File: config.mk
export PLATFORM = sky130hd
export DESIGN_NAME = sliding_window_variance_top_flat
export DESIGN_NICKNAME = d
export VERILOG_FILES = /design/src/rtl/core/swv_pkg.sv /design/src/rtl/core/swv_sample_if.sv /design/src/rtl/core/swv_result_if.sv /design/src/rtl/core/swv_ram.sv /design/src/rtl/core/swv_seq.sv /design/src/rtl/core/swv_dp.sv /design/src/rtl/core/sliding_window_variance_top.sv /design/src/flat_wrapper.sv
export SDC_FILE = /design/constraint.sdc
export NUM_CORES = 2
export LEC_CHECK = 0
export BUFFER_PORTS_ARGS = -buffer_cell sky130_fd_sc_hd__clkbuf_2
export CAP_MARGIN = 20
export CELL_PAD_IN_SITES_DETAIL_PLACEMENT = 1
export CELL_PAD_IN_SITES_GLOBAL_PLACEMENT = 1
export CORE_MARGIN = 2
export CORE_UTILIZATION = 53
export DETAILED_ROUTE_END_ITERATION = 10
export PLACE_DENSITY_LB_ADDON = 0.2
export SYNTH_ARGS = -nofsm -noshare
export SYNTH_HDL_FRONTEND = slang
export SYNTH_SLANG_ARGS = --single-unit
File: constraint.sdc
create_clock -name clk -period 12.75 [get_ports clk]
set_input_delay 3.1875 -clock clk [delete_from_list [all_inputs] [get_ports clk]]
set_output_delay 3.1875 -clock clk [all_outputs]
set_load 0.01 [all_outputs]
File: src/rtl/core/swv_pkg.sv
// Shared types, constants and microcode field codes for the sliding window variance block.
// Depends on nothing; every other file of the block but swv_ram depends on it.
package swv_pkg;

	// Default sizes of the block.
	localparam int WINDOW_MAX_DEF  = 64;
	localparam int SAMPLE_BITS_DEF = 16;

	// Window length register.
	localparam int CFG_W      = 7;
	localparam int WLEN_RESET = 50;
	localparam int WLEN_MIN   = 2;

	// Result format: LSB squared with four fraction bits.
	localparam int VAR_W     = 36;
	localparam int FRAC_BITS = 4;

	// Step counter of the sequencer.
	localparam int PC_W = 4;
	typedef logic [PC_W-1:0] pc_t;

	// Datapath operations, one per control word.
	typedef logic [3:0] op_t;
	localparam op_t OP_NOP      = 4'd0;
	localparam op_t OP_ACCEPT   = 4'd1;
	localparam op_t OP_SQ_X     = 4'd2;
	localparam op_t OP_ADD_X    = 4'd3;
	localparam op_t OP_SUB_OLD  = 4'd4;
	localparam op_t OP_SQ_S     = 4'd5;
	localparam op_t OP_NSQ      = 4'd6;
	localparam op_t OP_NUM      = 4'd7;
	localparam op_t OP_DIV_INIT = 4'd8;
	localparam op_t OP_DIV_STEP = 4'd9;
	localparam op_t OP_SAT      = 4'd10;
	localparam op_t OP_EMIT     = 4'd11;

	// Conditions for waiting and jumping.
	typedef logic [2:0] cond_t;
	localparam cond_t C_NEVER    = 3'd0;
	localparam cond_t C_ALWAYS   = 3'd1;
	localparam cond_t C_NO_INPUT = 3'd2;
	localparam cond_t C_OUT_BUSY = 3'd3;
	localparam cond_t C_NOT_FULL = 3'd4;
	localparam cond_t C_DIV_MORE = 3'd5;

	// One word of the microprogram.
	typedef struct packed {
		op_t   op;
		cond_t wait_cond;
		cond_t jmp_cond;
		pc_t   jmp_tgt;
	} ctrl_word_t;

	// Control from the sequencer to the datapath.
	typedef struct packed {
		op_t  op;
		logic run;
	} dp_ctrl_t;

	// Status from the datapath back to the sequencer.
	typedef struct packed {
		logic no_input;
		logic out_busy;
		logic not_full;
		logic div_more;
	} dp_status_t;

endpackage

File: src/rtl/core/swv_sample_if.sv
// Input channel of the sliding window variance block: valid, ready and one signed sample.
// Depends on swv_pkg for the default sample width.
interface swv_sample_if #(
	parameter int SAMPLE_BITS = swv_pkg::SAMPLE_BITS_DEF
);
	logic                          valid;
	logic                          ready;
	logic signed [SAMPLE_BITS-1:0] sample;

	modport source (output valid, output sample, input ready);
	modport sink (input valid, input sample, output ready);
endinterface

File: src/rtl/core/swv_result_if.sv
// Output channel of the sliding window variance block: valid, ready, full flag and variance.
// Depends on swv_pkg for the variance width.
interface swv_result_if;
	import swv_pkg::*;

	logic             valid;
	logic             ready;
	logic             window_full;
	logic [VAR_W-1:0] variance;

	modport source (output valid, output window_full, output variance, input ready);
	modport sink (input valid, input window_full, input variance, output ready);
endinterface

File: src/rtl/core/swv_ram.sv
// Generic single write port, single read port RAM with a registered read.
// Stand-alone; used for the sample ring.
module swv_ram #(
	parameter int WIDTH = 16,
	parameter int DEPTH = 64
) (
	input  logic                     clk,
	input  logic                     we,
	input  logic [$clog2(DEPTH)-1:0] waddr,
	input  logic [WIDTH-1:0]         wdata,
	input  logic [$clog2(DEPTH)-1:0] raddr,
	output logic [WIDTH-1:0]         rdata
);
	logic [WIDTH-1:0] mem [DEPTH];

	// Write and registered read.
	always_ff @(posedge clk) begin
		if (we) begin
			mem[waddr] <= wdata;
		end
		rdata <= mem[raddr];
	end
endmodule

File: src/rtl/core/swv_seq.sv
// Microcode sequencer: step counter, read-only program and wait and jump conditions.
// Depends on swv_pkg for the control word, status and code definitions.
module swv_seq (
	input  logic                clk,
	input  logic                arst_n,
	input  swv_pkg::dp_status_t status,
	output swv_pkg::dp_ctrl_t   ctrl
);
	import swv_pkg::*;

	// Step addresses of the program.
	localparam pc_t S_IDLE     = 4'd0;
	localparam pc_t S_SQ_X     = 4'd1;
	localparam pc_t S_ADD_X    = 4'd2;
	localparam pc_t S_SUB_OLD  = 4'd3;
	localparam pc_t S_SQ_S     = 4'd4;
	localparam pc_t S_NSQ      = 4'd5;
	localparam pc_t S_NUM      = 4'd6;
	localparam pc_t S_DIV_INIT = 4'd7;
	localparam pc_t S_DIV      = 4'd8;
	localparam pc_t S_SAT      = 4'd9;
	localparam pc_t S_EMIT     = 4'd10;

	// The microprogram. A step waits while its wait condition holds, then runs its
	// operation and jumps if its jump condition holds, otherwise falls through.
	function automatic ctrl_word_t rom(pc_t addr);
		ctrl_word_t w;
		w.op        = OP_NOP;
		w.wait_cond = C_NEVER;
		w.jmp_cond  = C_NEVER;
		w.jmp_tgt   = S_IDLE;
		unique case (addr)
			S_IDLE: begin
				w.op        = OP_ACCEPT;
				w.wait_cond = C_NO_INPUT;
			end
			S_SQ_X:     w.op = OP_SQ_X;
			S_ADD_X:    w.op = OP_ADD_X;
			S_SUB_OLD: begin
				w.op       = OP_SUB_OLD;
				w.jmp_cond = C_NOT_FULL;
				w.jmp_tgt  = S_EMIT;
			end
			S_SQ_S:     w.op = OP_SQ_S;
			S_NSQ:      w.op = OP_NSQ;
			S_NUM:      w.op = OP_NUM;
			S_DIV_INIT: w.op = OP_DIV_INIT;
			S_DIV: begin
				w.op       = OP_DIV_STEP;
				w.jmp_cond = C_DIV_MORE;
				w.jmp_tgt  = S_DIV;
			end
			S_SAT:      w.op = OP_SAT;
			S_EMIT: begin
				w.op        = OP_EMIT;
				w.wait_cond = C_OUT_BUSY;
				w.jmp_cond  = C_ALWAYS;
				w.jmp_tgt   = S_IDLE;
			end
			default: begin
				w.jmp_cond = C_ALWAYS;
			end
		endcase
		return w;
	endfunction

	// Evaluation of a condition code against the datapath status.
	function automatic logic cond_true(cond_t c, dp_status_t s);
		logic r;
		unique case (c)
			C_NEVER:    r = 1'b0;
			C_ALWAYS:   r = 1'b1;
			C_NO_INPUT: r = s.no_input;
			C_OUT_BUSY: r = s.out_busy;
			C_NOT_FULL: r = s.not_full;
			C_DIV_MORE: r = s.div_more;
			default:    r = 1'b0;
		endcase
		return r;
	endfunction

	pc_t        pc_q;
	pc_t        pc_next;
	ctrl_word_t word;
	logic       waiting;

	// Decode of the current step.
	always_comb begin
		word    = rom(pc_q);
		waiting = cond_true(word.wait_cond, status);
		priority if (waiting) begin
			pc_next = pc_q;
		end else if (cond_true(word.jmp_cond, status)) begin
			pc_next = word.jmp_tgt;
		end else begin
			pc_next = pc_q + pc_t'(1);
		end
		ctrl.op  = word.op;
		ctrl.run = !waiting;
	end

	// Step counter.
	always_ff @(posedge clk or negedge arst_n) begin
		if (!arst_n) begin
			pc_q <= S_IDLE;
		end else begin
			pc_q <= pc_next;
		end
	end
endmodule

File: src/rtl/core/swv_dp.sv
// Datapath of the sliding window variance block: window state, sample ring, shared
// multiplier, restoring divider and output register. Depends on swv_pkg and swv_ram.
module swv_dp #(
	parameter int WINDOW_MAX  = swv_pkg::WINDOW_MAX_DEF,
	parameter int SAMPLE_BITS = swv_pkg::SAMPLE_BITS_DEF
) (
	input  logic                          clk,
	input  logic                          arst_n,
	input  logic                          cfg_wr_en,
	input  logic [swv_pkg::CFG_W-1:0]     cfg_wr_data,
	input  swv_pkg::dp_ctrl_t             ctrl,
	output swv_pkg::dp_status_t           status,
	input  logic                          in_valid,
	output logic                          in_ready,
	input  logic signed [SAMPLE_BITS-1:0] in_sample,
	output logic                          out_valid,
	input  logic                          out_ready,
	output logic                          out_window_full,
	output logic [swv_pkg::VAR_W-1:0]     out_variance
);
	import swv_pkg::*;

	localparam int LOG_W   = $clog2(WINDOW_MAX);
	localparam int P_W     = LOG_W;
	localparam int N_W     = $clog2(WINDOW_MAX + 1);
	localparam int CMP_W   = (CFG_W > N_W) ? CFG_W : N_W;
	// One spare bit in the sum, as the new sample is added before the oldest is removed.
	localparam int SUM_W   = SAMPLE_BITS + LOG_W + 1;
	localparam int SQ_W    = 2 * SAMPLE_BITS + LOG_W;
	localparam int PROD_W  = SQ_W + SUM_W;
	localparam int D_W     = 2 * N_W;
	localparam int NUM_W   = SQ_W + N_W + FRAC_BITS;
	localparam int CNT_W   = $clog2(NUM_W);
	localparam int NUM_EXT = (NUM_W > VAR_W) ? NUM_W : VAR_W + 1;
	localparam int N_RESET = (WLEN_RESET > WINDOW_MAX) ? WINDOW_MAX : WLEN_RESET;

	// Window state.
	logic [N_W-1:0]          n_q;
	logic [P_W-1:0]          wp_q;
	logic [N_W-1:0]          fill_q;
	logic signed [SUM_W-1:0] sum_q;
	logic [SQ_W-1:0]         sq_q;
	logic [VAR_W-1:0]        held_q;
	logic                    evict_q;
	logic                    full_q;
	logic [CNT_W-1:0]        cnt_q;
	logic                    out_valid_q;

	// Working registers.
	logic signed [SAMPLE_BITS-1:0] x_q;
	logic signed [SAMPLE_BITS-1:0] old_q;
	logic [PROD_W-1:0]             prod_q;
	logic [NUM_W-1:0]              num_q;
	logic [D_W-1:0]                rem_q;
	logic [D_W-1:0]                div_q;
	logic                          out_full_q;
	logic [VAR_W-1:0]              out_var_q;

	logic [SAMPLE_BITS-1:0]     ring_rdata;
	logic [CMP_W-1:0]           wl_ext;
	logic [N_W-1:0]             n_wr;
	logic [P_W-1:0]             p;
	logic [N_W-1:0]             p_inc;
	logic [P_W-1:0]             p_next;
	logic [SAMPLE_BITS-1:0]     abs_x;
	logic [SAMPLE_BITS-1:0]     abs_old;
	logic [SUM_W-1:0]           abs_sum;
	logic [SQ_W-1:0]            mul_a;
	logic [SUM_W-1:0]           mul_b;
	logic                       mul_en;
	logic [PROD_W-1:0]          product;
	logic [NUM_W-FRAC_BITS-1:0] diff;
	logic [D_W:0]               shifted;
	logic [D_W:0]               trial;
	logic                       q_bit;
	logic [D_W-1:0]             rem_next;
	logic [NUM_EXT-1:0]         q_ext;
	logic [VAR_W-1:0]           sat;

	// Window length as written, limited to the supported range.
	always_comb begin
		wl_ext = CMP_W'(cfg_wr_data);
		priority if (wl_ext < CMP_W'(WLEN_MIN)) begin
			n_wr = N_W'(WLEN_MIN);
		end else if (wl_ext > CMP_W'(WINDOW_MAX)) begin
			n_wr = N_W'(WINDOW_MAX);
		end else begin
			n_wr = N_W'(wl_ext);
		end
	end

	// Ring slot of this sample and the slot after it.
	always_comb begin
		p      = (N_W'(wp_q) < n_q) ? wp_q : '0;
		p_inc  = N_W'(p) + N_W'(1);
		p_next = (p_inc >= n_q) ? '0 : P_W'(p_inc);
	end

	// Magnitudes feeding the multiplier.
	always_comb begin
		abs_x   = x_q[SAMPLE_BITS-1] ? SAMPLE_BITS'(-x_q) : SAMPLE_BITS'(x_q);
		abs_old = old_q[SAMPLE_BITS-1] ? SAMPLE_BITS'(-old_q) : SAMPLE_BITS'(old_q);
		abs_sum = sum_q[SUM_W-1] ? SUM_W'(-sum_q) : SUM_W'(sum_q);
	end

	// Operand selection of the shared multiplier.
	always_comb begin
		unique case (ctrl.op)
			OP_SQ_X: begin
				mul_a  = SQ_W'(abs_x);
				mul_b  = SUM_W'(abs_x);
				mul_en = 1'b1;
			end
			OP_ADD_X: begin
				mul_a  = SQ_W'(abs_old);
				mul_b  = SUM_W'(abs_old);
				mul_en = 1'b1;
			end
			OP_SQ_S: begin
				mul_a  = SQ_W'(abs_sum);
				mul_b  = abs_sum;
				mul_en = 1'b1;
			end
			OP_NSQ: begin
				mul_a  = sq_q;
				mul_b  = SUM_W'(n_q);
				mul_en = 1'b1;
			end
			OP_NUM: begin
				mul_a  = SQ_W'(n_q);
				mul_b  = SUM_W'(n_q - N_W'(1));
				mul_en = 1'b1;
			end
			default: begin
				mul_a  = '0;
				mul_b  = '0;
				mul_en = 1'b0;
			end
		endcase
		product = {{SUM_W{1'b0}}, mul_a} * {{SQ_W{1'b0}}, mul_b};
	end

	// Numerator, one restoring division step and saturation of the quotient.
	always_comb begin
		diff     = prod_q[NUM_W-FRAC_BITS-1:0] - num_q[NUM_W-FRAC_BITS-1:0];
		shifted  = {rem_q, num_q[NUM_W-1]};
		trial    = shifted - {1'b0, div_q};
		q_bit    = !trial[D_W];
		rem_next = q_bit ? trial[D_W-1:0] : shifted[D_W-1:0];
		q_ext    = NUM_EXT'(num_q);
		sat      = (|q_ext[NUM_EXT-1:VAR_W]) ? {VAR_W{1'b1}} : q_ext[VAR_W-1:0];
	end

	// Status for the sequencer and the channel handshakes.
	always_comb begin
		status.no_input = !in_valid;
		status.out_busy = out_valid_q && !out_ready;
		status.not_full = fill_q < n_q;
		status.div_more = cnt_q != '0;
	end

	assign in_ready        = (ctrl.op == OP_ACCEPT);
	assign out_valid       = out_valid_q;
	assign out_window_full = out_full_q;
	assign out_variance    = out_var_q;

	// Sample ring.
	swv_ram #(
		.WIDTH (SAMPLE_BITS),
		.DEPTH (WINDOW_MAX)
	) u_ring (
		.clk   (clk),
		.we    (ctrl.run && (ctrl.op == OP_ADD_X)),
		.waddr (p),
		.wdata (x_q),
		.raddr (p),
		.rdata (ring_rdata)
	);

	// Window state, divider count and output valid.
	always_ff @(posedge clk or negedge arst_n) begin
		if (!arst_n) begin
			n_q         <= N_W'(N_RESET);
			wp_q        <= '0;
			fill_q      <= '0;
			sum_q       <= '0;
			sq_q        <= '0;
			held_q      <= '0;
			evict_q     <= 1'b0;
			full_q      <= 1'b0;
			cnt_q       <= '0;
			out_valid_q <= 1'b0;
		end else begin
			// The result register refills on the emit step and empties on its transaction.
			if (ctrl.run && (ctrl.op == OP_EMIT)) begin
				out_valid_q <= 1'b1;
			end else if (out_valid_q && out_ready) begin
				out_valid_q <= 1'b0;
			end
			// A new window length restarts the fill; the held variance stays.
			if (cfg_wr_en) begin
				n_q    <= n_wr;
				wp_q   <= '0;
				fill_q <= '0;
				sum_q  <= '0;
				sq_q   <= '0;
			end else if (ctrl.run) begin
				unique case (ctrl.op)
					OP_ADD_X: begin
						sum_q   <= sum_q + SUM_W'(x_q);
						sq_q    <= sq_q + prod_q[SQ_W-1:0];
						evict_q <= !status.not_full;
						if (status.not_full) begin
							fill_q <= fill_q + N_W'(1);
						end
					end
					OP_SUB_OLD: begin
						if (evict_q) begin
							sum_q <= sum_q - SUM_W'(old_q);
							sq_q  <= sq_q - prod_q[SQ_W-1:0];
						end
						wp_q   <= p_next;
						full_q <= !status.not_full;
					end
					OP_DIV_INIT: cnt_q <= CNT_W'(NUM_W - 1);
					OP_DIV_STEP: begin
						// The count stops at zero on the last quotient bit.
						if (status.div_more) begin
							cnt_q <= cnt_q - CNT_W'(1);
						end
					end
					OP_SAT:      held_q <= sat;
					default: begin
					end
				endcase
			end
		end
	end

	// Working registers and output payload.
	always_ff @(posedge clk) begin
		if (ctrl.run && mul_en) begin
			prod_q <= product;
		end
		if (ctrl.run) begin
			unique case (ctrl.op)
				OP_ACCEPT: x_q   <= in_sample;
				OP_SQ_X:   old_q <= ring_rdata;
				OP_NSQ:    num_q <= prod_q[NUM_W-1:0];
				OP_NUM:    num_q <= {diff, FRAC_BITS'(0)};
				OP_DIV_INIT: begin
					div_q <= prod_q[D_W-1:0];
					rem_q <= '0;
				end
				OP_DIV_STEP: begin
					num_q <= {num_q[NUM_W-2:0], q_bit};
					rem_q <= rem_next;
				end
				OP_EMIT: begin
					out_full_q <= full_q;
					out_var_q  <= held_q;
				end
				default: begin
				end
			endcase
		end
	end
endmodule

File: src/rtl/core/sliding_window_variance_top.sv
// Sliding window variance: one result transaction per sample transaction.
// While the window fills, a sample runs accept, square, add, subtract and emit steps. With a full
// window the sum is squared and the numerator formed, and the restoring divider takes one step
// per quotient bit (49 at the default sizes) before saturation and emit. A new sample is taken
// only after that emit. A result left waiting holds the next one at its last step.
// Reset empties the window, sets the length to 50 (at most WINDOW_MAX) and clears the held variance; ring kept.
module sliding_window_variance_top #(
	parameter int WINDOW_MAX  = swv_pkg::WINDOW_MAX_DEF,
	parameter int SAMPLE_BITS = swv_pkg::SAMPLE_BITS_DEF
) (
	input  logic                      clk,
	input  logic                      arst_n,
	input  logic                      cfg_wr_en,
	input  logic [swv_pkg::CFG_W-1:0] cfg_wr_data,
	swv_sample_if.sink                samples,
	swv_result_if.source              results
);
	import swv_pkg::*;

	dp_ctrl_t   ctrl;
	dp_status_t status;

	// Microcode sequencer.
	swv_seq u_seq (
		.clk    (clk),
		.arst_n (arst_n),
		.status (status),
		.ctrl   (ctrl)
	);

	// Datapath.
	swv_dp #(
		.WINDOW_MAX  (WINDOW_MAX),
		.SAMPLE_BITS (SAMPLE_BITS)
	) u_dp (
		.clk             (clk),
		.arst_n          (arst_n),
		.cfg_wr_en       (cfg_wr_en),
		.cfg_wr_data     (cfg_wr_data),
		.ctrl            (ctrl),
		.status          (status),
		.in_valid        (samples.valid),
		.in_ready        (samples.ready),
		.in_sample       (samples.sample),
		.out_valid       (results.valid),
		.out_ready       (results.ready),
		.out_window_full (results.window_full),
		.out_variance    (results.variance)
	);

	// A sample transaction starts a program run, so the next cycle cannot take another.
	a_busy_after_accept: assert property (@(posedge clk) disable iff (!arst_n)
		samples.valid && samples.ready |=> !samples.ready)
		else $error("sample taken while the previous one was still in progress");

	// Writing the window length always leaves a window that is not yet full.
	a_restart_not_full: assert property (@(posedge clk) disable iff (!arst_n)
		cfg_wr_en |=> status.not_full)
		else $error("window reported full straight after a length write");

	// The divider count is only live while the division step runs.
	a_div_count_local: assert property (@(posedge clk) disable iff (!arst_n)
		status.div_more |-> ctrl.op == OP_DIV_STEP)
		else $error("divider count nonzero outside the division step");
endmodule
File: src/flat_wrapper.sv
// flat-port wrapper written by rule: the top's interface ports become plain ports
module sliding_window_variance_top_flat import swv_pkg::*;
#(
	parameter int WINDOW_MAX  = swv_pkg::WINDOW_MAX_DEF,
	parameter int SAMPLE_BITS = swv_pkg::SAMPLE_BITS_DEF
)
  (clk, arst_n, cfg_wr_en, cfg_wr_data, samples_valid, samples_sample, samples_ready, results_valid, results_window_full, results_variance, results_ready);
  swv_sample_if #(.SAMPLE_BITS(SAMPLE_BITS)) samples_i ();
  swv_result_if results_i ();
  input  logic clk;
  input  logic arst_n;
  input  logic cfg_wr_en;
  input  logic [swv_pkg::CFG_W-1:0] cfg_wr_data;
  input wire logic [$bits(samples_i.valid)-1:0] samples_valid;
  input wire logic [$bits(samples_i.sample)-1:0] samples_sample;
  output wire logic [$bits(samples_i.ready)-1:0] samples_ready;
  output wire logic [$bits(results_i.valid)-1:0] results_valid;
  output wire logic [$bits(results_i.window_full)-1:0] results_window_full;
  output wire logic [$bits(results_i.variance)-1:0] results_variance;
  input wire logic [$bits(results_i.ready)-1:0] results_ready;
  assign samples_i.valid = samples_valid;
  assign samples_i.sample = samples_sample;
  assign samples_ready = samples_i.ready;
  assign results_valid = results_i.valid;
  assign results_window_full = results_i.window_full;
  assign results_variance = results_i.variance;
  assign results_i.ready = results_ready;
  sliding_window_variance_top #(.WINDOW_MAX(WINDOW_MAX), .SAMPLE_BITS(SAMPLE_BITS)) u_core (.clk(clk), .arst_n(arst_n), .cfg_wr_en(cfg_wr_en), .cfg_wr_data(cfg_wr_data), .samples(samples_i), .results(results_i));
endmodule
Yosys cells after proc, flatten, opt, wreduce, memory -nomap -nowiden
Memories as Yosys holds them, arrays and structs flattened. A register that Yosys moved wholly into a read port is not among the register bits.
Cells that the tools add are included.
{ "classes": {"n_reduce_logical": 35, "n_mul": 1, "bitwise": 2, "magnitude_cmp": 5, "n_eq_ne": 34, "addsub": 14, "mux": 43} }
{ "op_table": {"columns": ["operator", "n"], "rows": [
  ["38-bit one-hot mux with 5 select lines", 1],
  ["49-bit one-hot mux with 3 select lines", 1],
  ["23-bit one-hot mux with 5 select lines", 1],
  ["38-bit two-way mux", 3],
  ["23-bit two-way mux", 4],
  ["38-bit one-hot mux with 2 select lines", 1],
  ["38-bit by 23-bit multiplier with 49-bit output", 1],
  ["23-bit one-hot mux with 2 select lines", 1],
  ["45-bit subtractor", 1],
  ["4-bit one-hot mux with 11 select lines", 1],
  ["7-bit two-way mux", 6],
  ["38-bit adder", 1],
  ["38-bit subtractor", 1],
  ["36-bit two-way mux", 1],
  ["6-bit two-way mux", 6],
  ["4-bit by 3-bit == test with 1-bit output, second input constant", 8],
  ["16-bit two-way mux", 2],
  ["16-bit negation", 2],
  ["4-bit == test, second input constant", 7],
  ["14-bit one-hot mux with 2 select lines", 1],
  ["23-bit by 16-bit adder with 23-bit output", 1],
  ["23-bit negation", 1],
  ["23-bit by 16-bit subtractor with 23-bit output", 1],
  ["4-bit by 2-bit == test with 1-bit output, second input constant", 4],
  ["other kinds (39)", 77]
]} }
{ "totals": {"reg_bits": 325, "output_inout_bits": 39, "word_cells": 154, "mem_bits_rw": 1024, "inputBits": 28, "memories": 1} }
{ "memory_table": {"columns": ["memory", "depth", "word_bits", "read_ports", "rd_ports_with_merged_regs", "wr", "line", "text"], "rows": [
  ["u_core.u_dp.u_ring.mem", 64, 16, 1, 1, 1, "swv_ram.sv:14", "logic [WIDTH-1:0] mem [DEPTH];"]
]} }

Depth between registers and ports, before layout
{ "depth": {"word_depth": 8, "mapped_depth": 40, "mapped_depth_nobuf": 39} }

By module
From an unflattened synthesis, not the netlist that was laid out.
{ "hier_totals": {"hier_cells": 6752, "area_unflattened_um2": 84901.4} }
{ "by_module_without_submodules": {"columns": ["module", "cells_per_inst", "area_each_um2", "seq_area_each_um2", "instances"], "rows": [
  ["swv_dp", 4876, 44480.2, 9012.4, 1],
  ["swv_ram", 1829, 40042.2, 31069.8, 1],
  ["swv_seq", 47, 379.1, 100.1, 1]
]} }

Least setup slack after synthesis
OpenSTA, ideal clock, no wires.
{ "synth_path": {"path_kind": "register to register", "start": "register u_core.u_dp.x_q[2]", "end": "register u_core.u_dp.prod_q[48] (data pin)", "setup_slack_ps": 2809, "path_buffers": 2, "period_less_slack_ps": 9941, "t_required_ps": 12492, "path_stages_with_launch": 40, "arrival_ps": 9683, "setup_ps": 258, "cell_sequence": "edfxtp_1 > nor3_1 > nand2_1 > or3_1 > nor3_1 > nand2b_1 > or4_1 > nor3_1 > ha_1 > a21oi_1 > o21ai_0 > inv_1 > nand2_1 > clkbuf_1 > nand2_1 > fa_1 > inv_1 > fa_1 > [4 not listed] > fa_1 > fa_1 > inv_1 > fa_1 > inv_1 > ha_1 > clkbuf_1 > nand4_1 > a211oi_1 > a211oi_1 > o21ai_0 > a22o_1 > a221oi_1 > o2111ai_1 > o211ai_1 > o21ai_0 > a21oi_1 > xnor2_1"} }
{ "synth_between": {"elab_chain_len": 4, "elab_cells_between_ends": 5, "cone_classes": "1 x add/sub; 1 x mul; 3 x mux"} }
{ "synth_lines": {"columns": ["element", "line", "text"], "rows": [
  ["start, declared", "swv_dp.sv:50", "logic signed [SAMPLE_BITS-1:0] x_q;"],
  ["start signal, assigned", "swv_dp.sv:247", "OP_ACCEPT: x_q <= in_sample;"],
  ["16-bit negation", "swv_dp.sv:101", "abs_x = x_q[SAMPLE_BITS-1] ? SAMPLE_BITS'(-x_q) : SAMPLE_BITS'(x_q);"],
  ["16-bit two-way mux *", "swv_dp.sv:101", null],
  ["38-bit one-hot mux with 5 select lines or 23-bit one-hot mux with 5 select lines (tied branches)", "swv_dp.sv:108", "unique case (ctrl.op)"],
  ["38-bit by 23-bit multiplier with 49-bit output *", "swv_dp.sv:140", "product = {{SUM_W{1'b0}}, mul_a} * {{SQ_W{1'b0}}, mul_b};"],
  ["named net u_core.u_dp.product[48]", "swv_dp.sv:71", "logic [PROD_W-1:0] product;"],
  ["end signal, assigned", "swv_dp.sv:243", "prod_q <= product;"],
  ["end, declared", "swv_dp.sv:52", "logic [PROD_W-1:0] prod_q;"]
]} }
The timed path passes the listed nets; every way through them passes the cells marked *.
A chain may end at the register's enable or synchronous reset.

Final worst setup path
{ "layout_path": {"start": "register u_core.u_dp.x_q[1]", "end": "register u_core.u_dp.prod_q[41] (data pin)"} }
The elaborated chain is that of the path after synthesis.

==> impl_metrics.csv <==
group,metric,value,unit
cts,cts-root-buf,"clkbuf_16",
cells_and_area,nNetsFinal,8070,
timing,hold_viol,0,
global_routing,grt_overflow,0,
cts,path_clk_slew,60,ps
floorplan,io_pins,67,
run,maxCapViolations,0,
placed_design,place_congestion,0.942,
critical_path,crit_path_end_kind,"register",
timing,layout_min_cycle_time,11240,ps
route,drtIter0Drc,6352,
synthesis,syn_avg_cell_area,12.0,µm²
synthesis,ys.flop_type,"edfxtp_1",
worst_hold_path,min_to,"u_core.u_dp.old_q[8]$_DFFE_PP_",
critical_path,rrSetupSlack,1510,ps
cts,cts_made_buffers,141,
route,post_drt_wl_per_cell,29.0,µm
synthesis,yosys.area.top_type,"edfxtp_1",
synthesis,ys_seq_elements,1365,
synthesis,syn_inst,6819,
critical_path,worstPathRequired,13300,ps
floorplan,die_x,396,µm
floorplan,floorplan.core_area,154000,µm²
timing,slew_violations,0,
cts,post_cts_resized,0,
cells_and_area,drive_gt1_frac,0.0785,
route,vias,57600,
global_routing,grtUsageMet2,0.594,
timing,worst_pin_slew,1080,ps
critical_path,r2r_cells,37,
cts,ctsLongestPathBuffers,3,
global_routing,antenna_found_initial,5,
timing,rsz0062_at_grt,"false",
critical_path,r2r_end,"u_core.u_dp.prod_q[41]$_DFFE_PP_",
synthesis,ys_seq_area_frac,0.492,
floorplan,die_h,396,µm
cts,h-tree-depth,4,
global_routing,busiest_layer,"met2",
cts,hold_buffers,0,
route,dr.pass1.iters,9,
critical_path,cp.depth,37,
synthesis,synth-warning-count,0,
cts,post_cts_buffers,0,
placed_design,dpl.hpwl,184,mm
timing,fin_skew,49.3,ps
route,antenna_left,0,
worst_hold_path,whs_path_depth,0,
synthesis,yosysUniqueCellTypes,81,
route,wl,267,mm
global_routing,grt_pass1_wl,399,mm
power,p_leak,35.5,nW
critical_path,crit_type,"register to register",
timing,fin_tns_setup,0,ps
power,ir_worst_vdd,0.309,mV
route,via_per_inst,6.24,
worst_hold_path,hold_start,"u_core.u_dp.u_ring.rdata[8]$_DFF_P_",
critical_path,r2r_start,"u_core.u_dp.x_q[1]$_DFFE_PP_",
global_routing,met1_usage,0.414,
synthesis,syn_area,81600,µm²
critical_path,cp.arrival,11790,ps
status,outcome,"finished, final reports clean",
placed_design,port_buffers,66,
critical_path,crit_top_cell,"fa_1",
critical_path,cp_top_family,"adder cells",
timing,setup_slack,1510,ps
power,powerDensity,232,nW/µm²
global_routing,grtUsageMet3,0.0543,
floorplan,row_count,144,
cts,cts_tree,"built",
global_routing,grt_max_degree,115,
synthesis,yosys-top-cells-area,"edfxtp_1 (45%), fa_1 (17%), ha_1 (4.2%)",
timing,setup_viol,0,
worst_hold_path,min_path_type,"register to register",
route,drc,0,
timing,fmax,0.0890,GHz
cells_and_area,area_growth,10.6,%
synthesis,ys_async_sr_fraction,0.0952,
critical_path,crit_slowest_cell,"fa_1",
cts,clock_latency,800,ps
critical_path,cp-start-kind,"register",
global_routing,grt_pass1_vias,62800,
critical_path,cpPeakStageDelay,620,ps
floorplan,start_util,0.532,
global_routing,track_usage,0.343,
critical_path,cp.buffers_inverters,7,
synthesis,synth_edf_count,1219,
cts,cts.sinks,1365,
timing,fin_crit_sh,0.881,
floorplan,dieArea,157000,µm²
cells_and_area,n_fill_cell,15700,
synthesis,synth_top_area_frac,0.448,
placed_design,dp_slack,1430,ps
power,total_power,20.9,mW
critical_path,path_max_fanout,66,
timing,relSlewSlack,0.276,
where the power goes:
part	leakage (nW)	switching (mW)	internal, mW	total, mW
sequential	12.8	0.605	5.89	6.50
combinational	20.4	6.57	3.74	10.3
clock	2.25	1.84	2.31	4.15
total	35.5	9.01	11.9	20.9
metal layers:
metal	up-vias	routed length, µm
met5	-	54
met4	8	15700
met3	760	20400
met2	2912	133000
met1	29700	98000
li1	24200	-
metrics by stage:
stage,utilization,hold WS (ps),std cells,cell area [µm²]
after floorplan,-,386,6996,82300
after global placement,0.557,387,8965,85500
after detailed placement,0.557,390,8969,85600
after CTS,0.588,381,9226,90200
after global routing,0.588,387,9229,90200
final,0.588,385,9233,90300
flip-flops by register name, indices dropped and copies added (netlist names), 4 cells and up:
register / count
u_core.u_dp.cnt_q: 6
u_core.u_dp.div_q: 14
u_core.u_dp.fill_q: 7
u_core.u_dp.held_q: 36
u_core.u_dp.n_q: 7
u_core.u_dp.num_q: 49
u_core.u_dp.old_q: 16
u_core.u_dp.out_variance: 36
u_core.u_dp.prod_q: 49
u_core.u_dp.rem_q: 14
u_core.u_dp.sq_q: 38
u_core.u_dp.sum_q: 23
u_core.u_dp.u_ring.mem: 1024
u_core.u_dp.u_ring.rdata: 16
u_core.u_dp.wp_q: 6
u_core.u_dp.x_q: 16
u_core.u_seq.pc_q: 4
cells in the mapped netlist, types with 44 or more instances:
cell type  instances
inv_1            915
nand2_1          625
nand3_1          172
edfxtp_1        1219
a22oi_1          133
a21o_1            86
nor2_1           478
fa_1             694
nand2b_1          50
buf_2             44
xor2_1           116
a21oi_1          295
ha_1             277
clkbuf_1         229
nor3_1            49
o21ai_0          212
mux2_2            49
xnor2_1          137
dfrtp_1          127
a222oi_1         179
mux2i_1           72
a31oi_1          106
kinds of logic after synthesis:
| family | after synthesis | synth area share |
|---|---|---|
| and+or+nand+nor | 1588 | 0.0859 |
| DFF | 1365 | 0.492 |
| AOI/OAI and AO/OA | 1285 | 0.109 |
| buffers and inverters | 1233 | 0.0576 |
| adders and majority gates | 971 | 0.213 |
| xor gates and xnor gates | 254 | 0.0273 |
| muxes | 121 | 0.0156 |
| other | 2 | 0.0000920 |
cell usage in the layout, fill, tap and decap left out, types with 72 or more instances in the layout:
master / instances
edfxtp_1: 1219
inv_1: 915
fa_1: 694
nand2_1: 624
nor2_1: 470
a21oi_1: 291
ha_1: 277
o21ai_0: 210
a222oi_1: 179
conb_1: 179
buf_4: 173
nand3_1: 172
clkbuf_16: 143
xnor2_1: 136
a22oi_1: 133
dfrtp_1: 126
xor2_1: 116
a31oi_1: 106
a21o_1: 86
mux2i_1: 72
how the worst max path moves through the flow:
stage                                        to                    startpoint  slack, ps
2_1_floorplan  u_core.u_dp.prod_q[48]$_DFFE_PP_  u_core.u_dp.x_q[2]$_DFFE_PP_       2810
3_3_place_gp   u_core.u_dp.prod_q[48]$_DFFE_PP_  u_core.u_dp.x_q[0]$_DFFE_PP_       1690
3_5_place_dp   u_core.u_dp.prod_q[48]$_DFFE_PP_  u_core.u_dp.x_q[1]$_DFFE_PP_       1430
4_1_cts        u_core.u_dp.prod_q[48]$_DFFE_PP_  u_core.u_dp.x_q[1]$_DFFE_PP_       1390
5_1_grt        u_core.u_dp.prod_q[48]$_DFFE_PP_  u_core.u_dp.x_q[1]$_DFFE_PP_        840
6_report       u_core.u_dp.prod_q[41]$_DFFE_PP_  u_core.u_dp.x_q[1]$_DFFE_PP_       1510
final cells by class:
type                       count  area [µm²]  area share
sequential                  1365       40200       0.445
multi-input combinational   4398       37600       0.417
clock buffer                 179        3800      0.0421
inverter                     915        3430      0.0381
tap                         2044        2560      0.0283
timing repair buffer         250        1810      0.0201
clock inverter                78         846     0.00937
antenna                        4        10.0    0.000111
No activity file was read; power rests on OpenSTA's default activity.
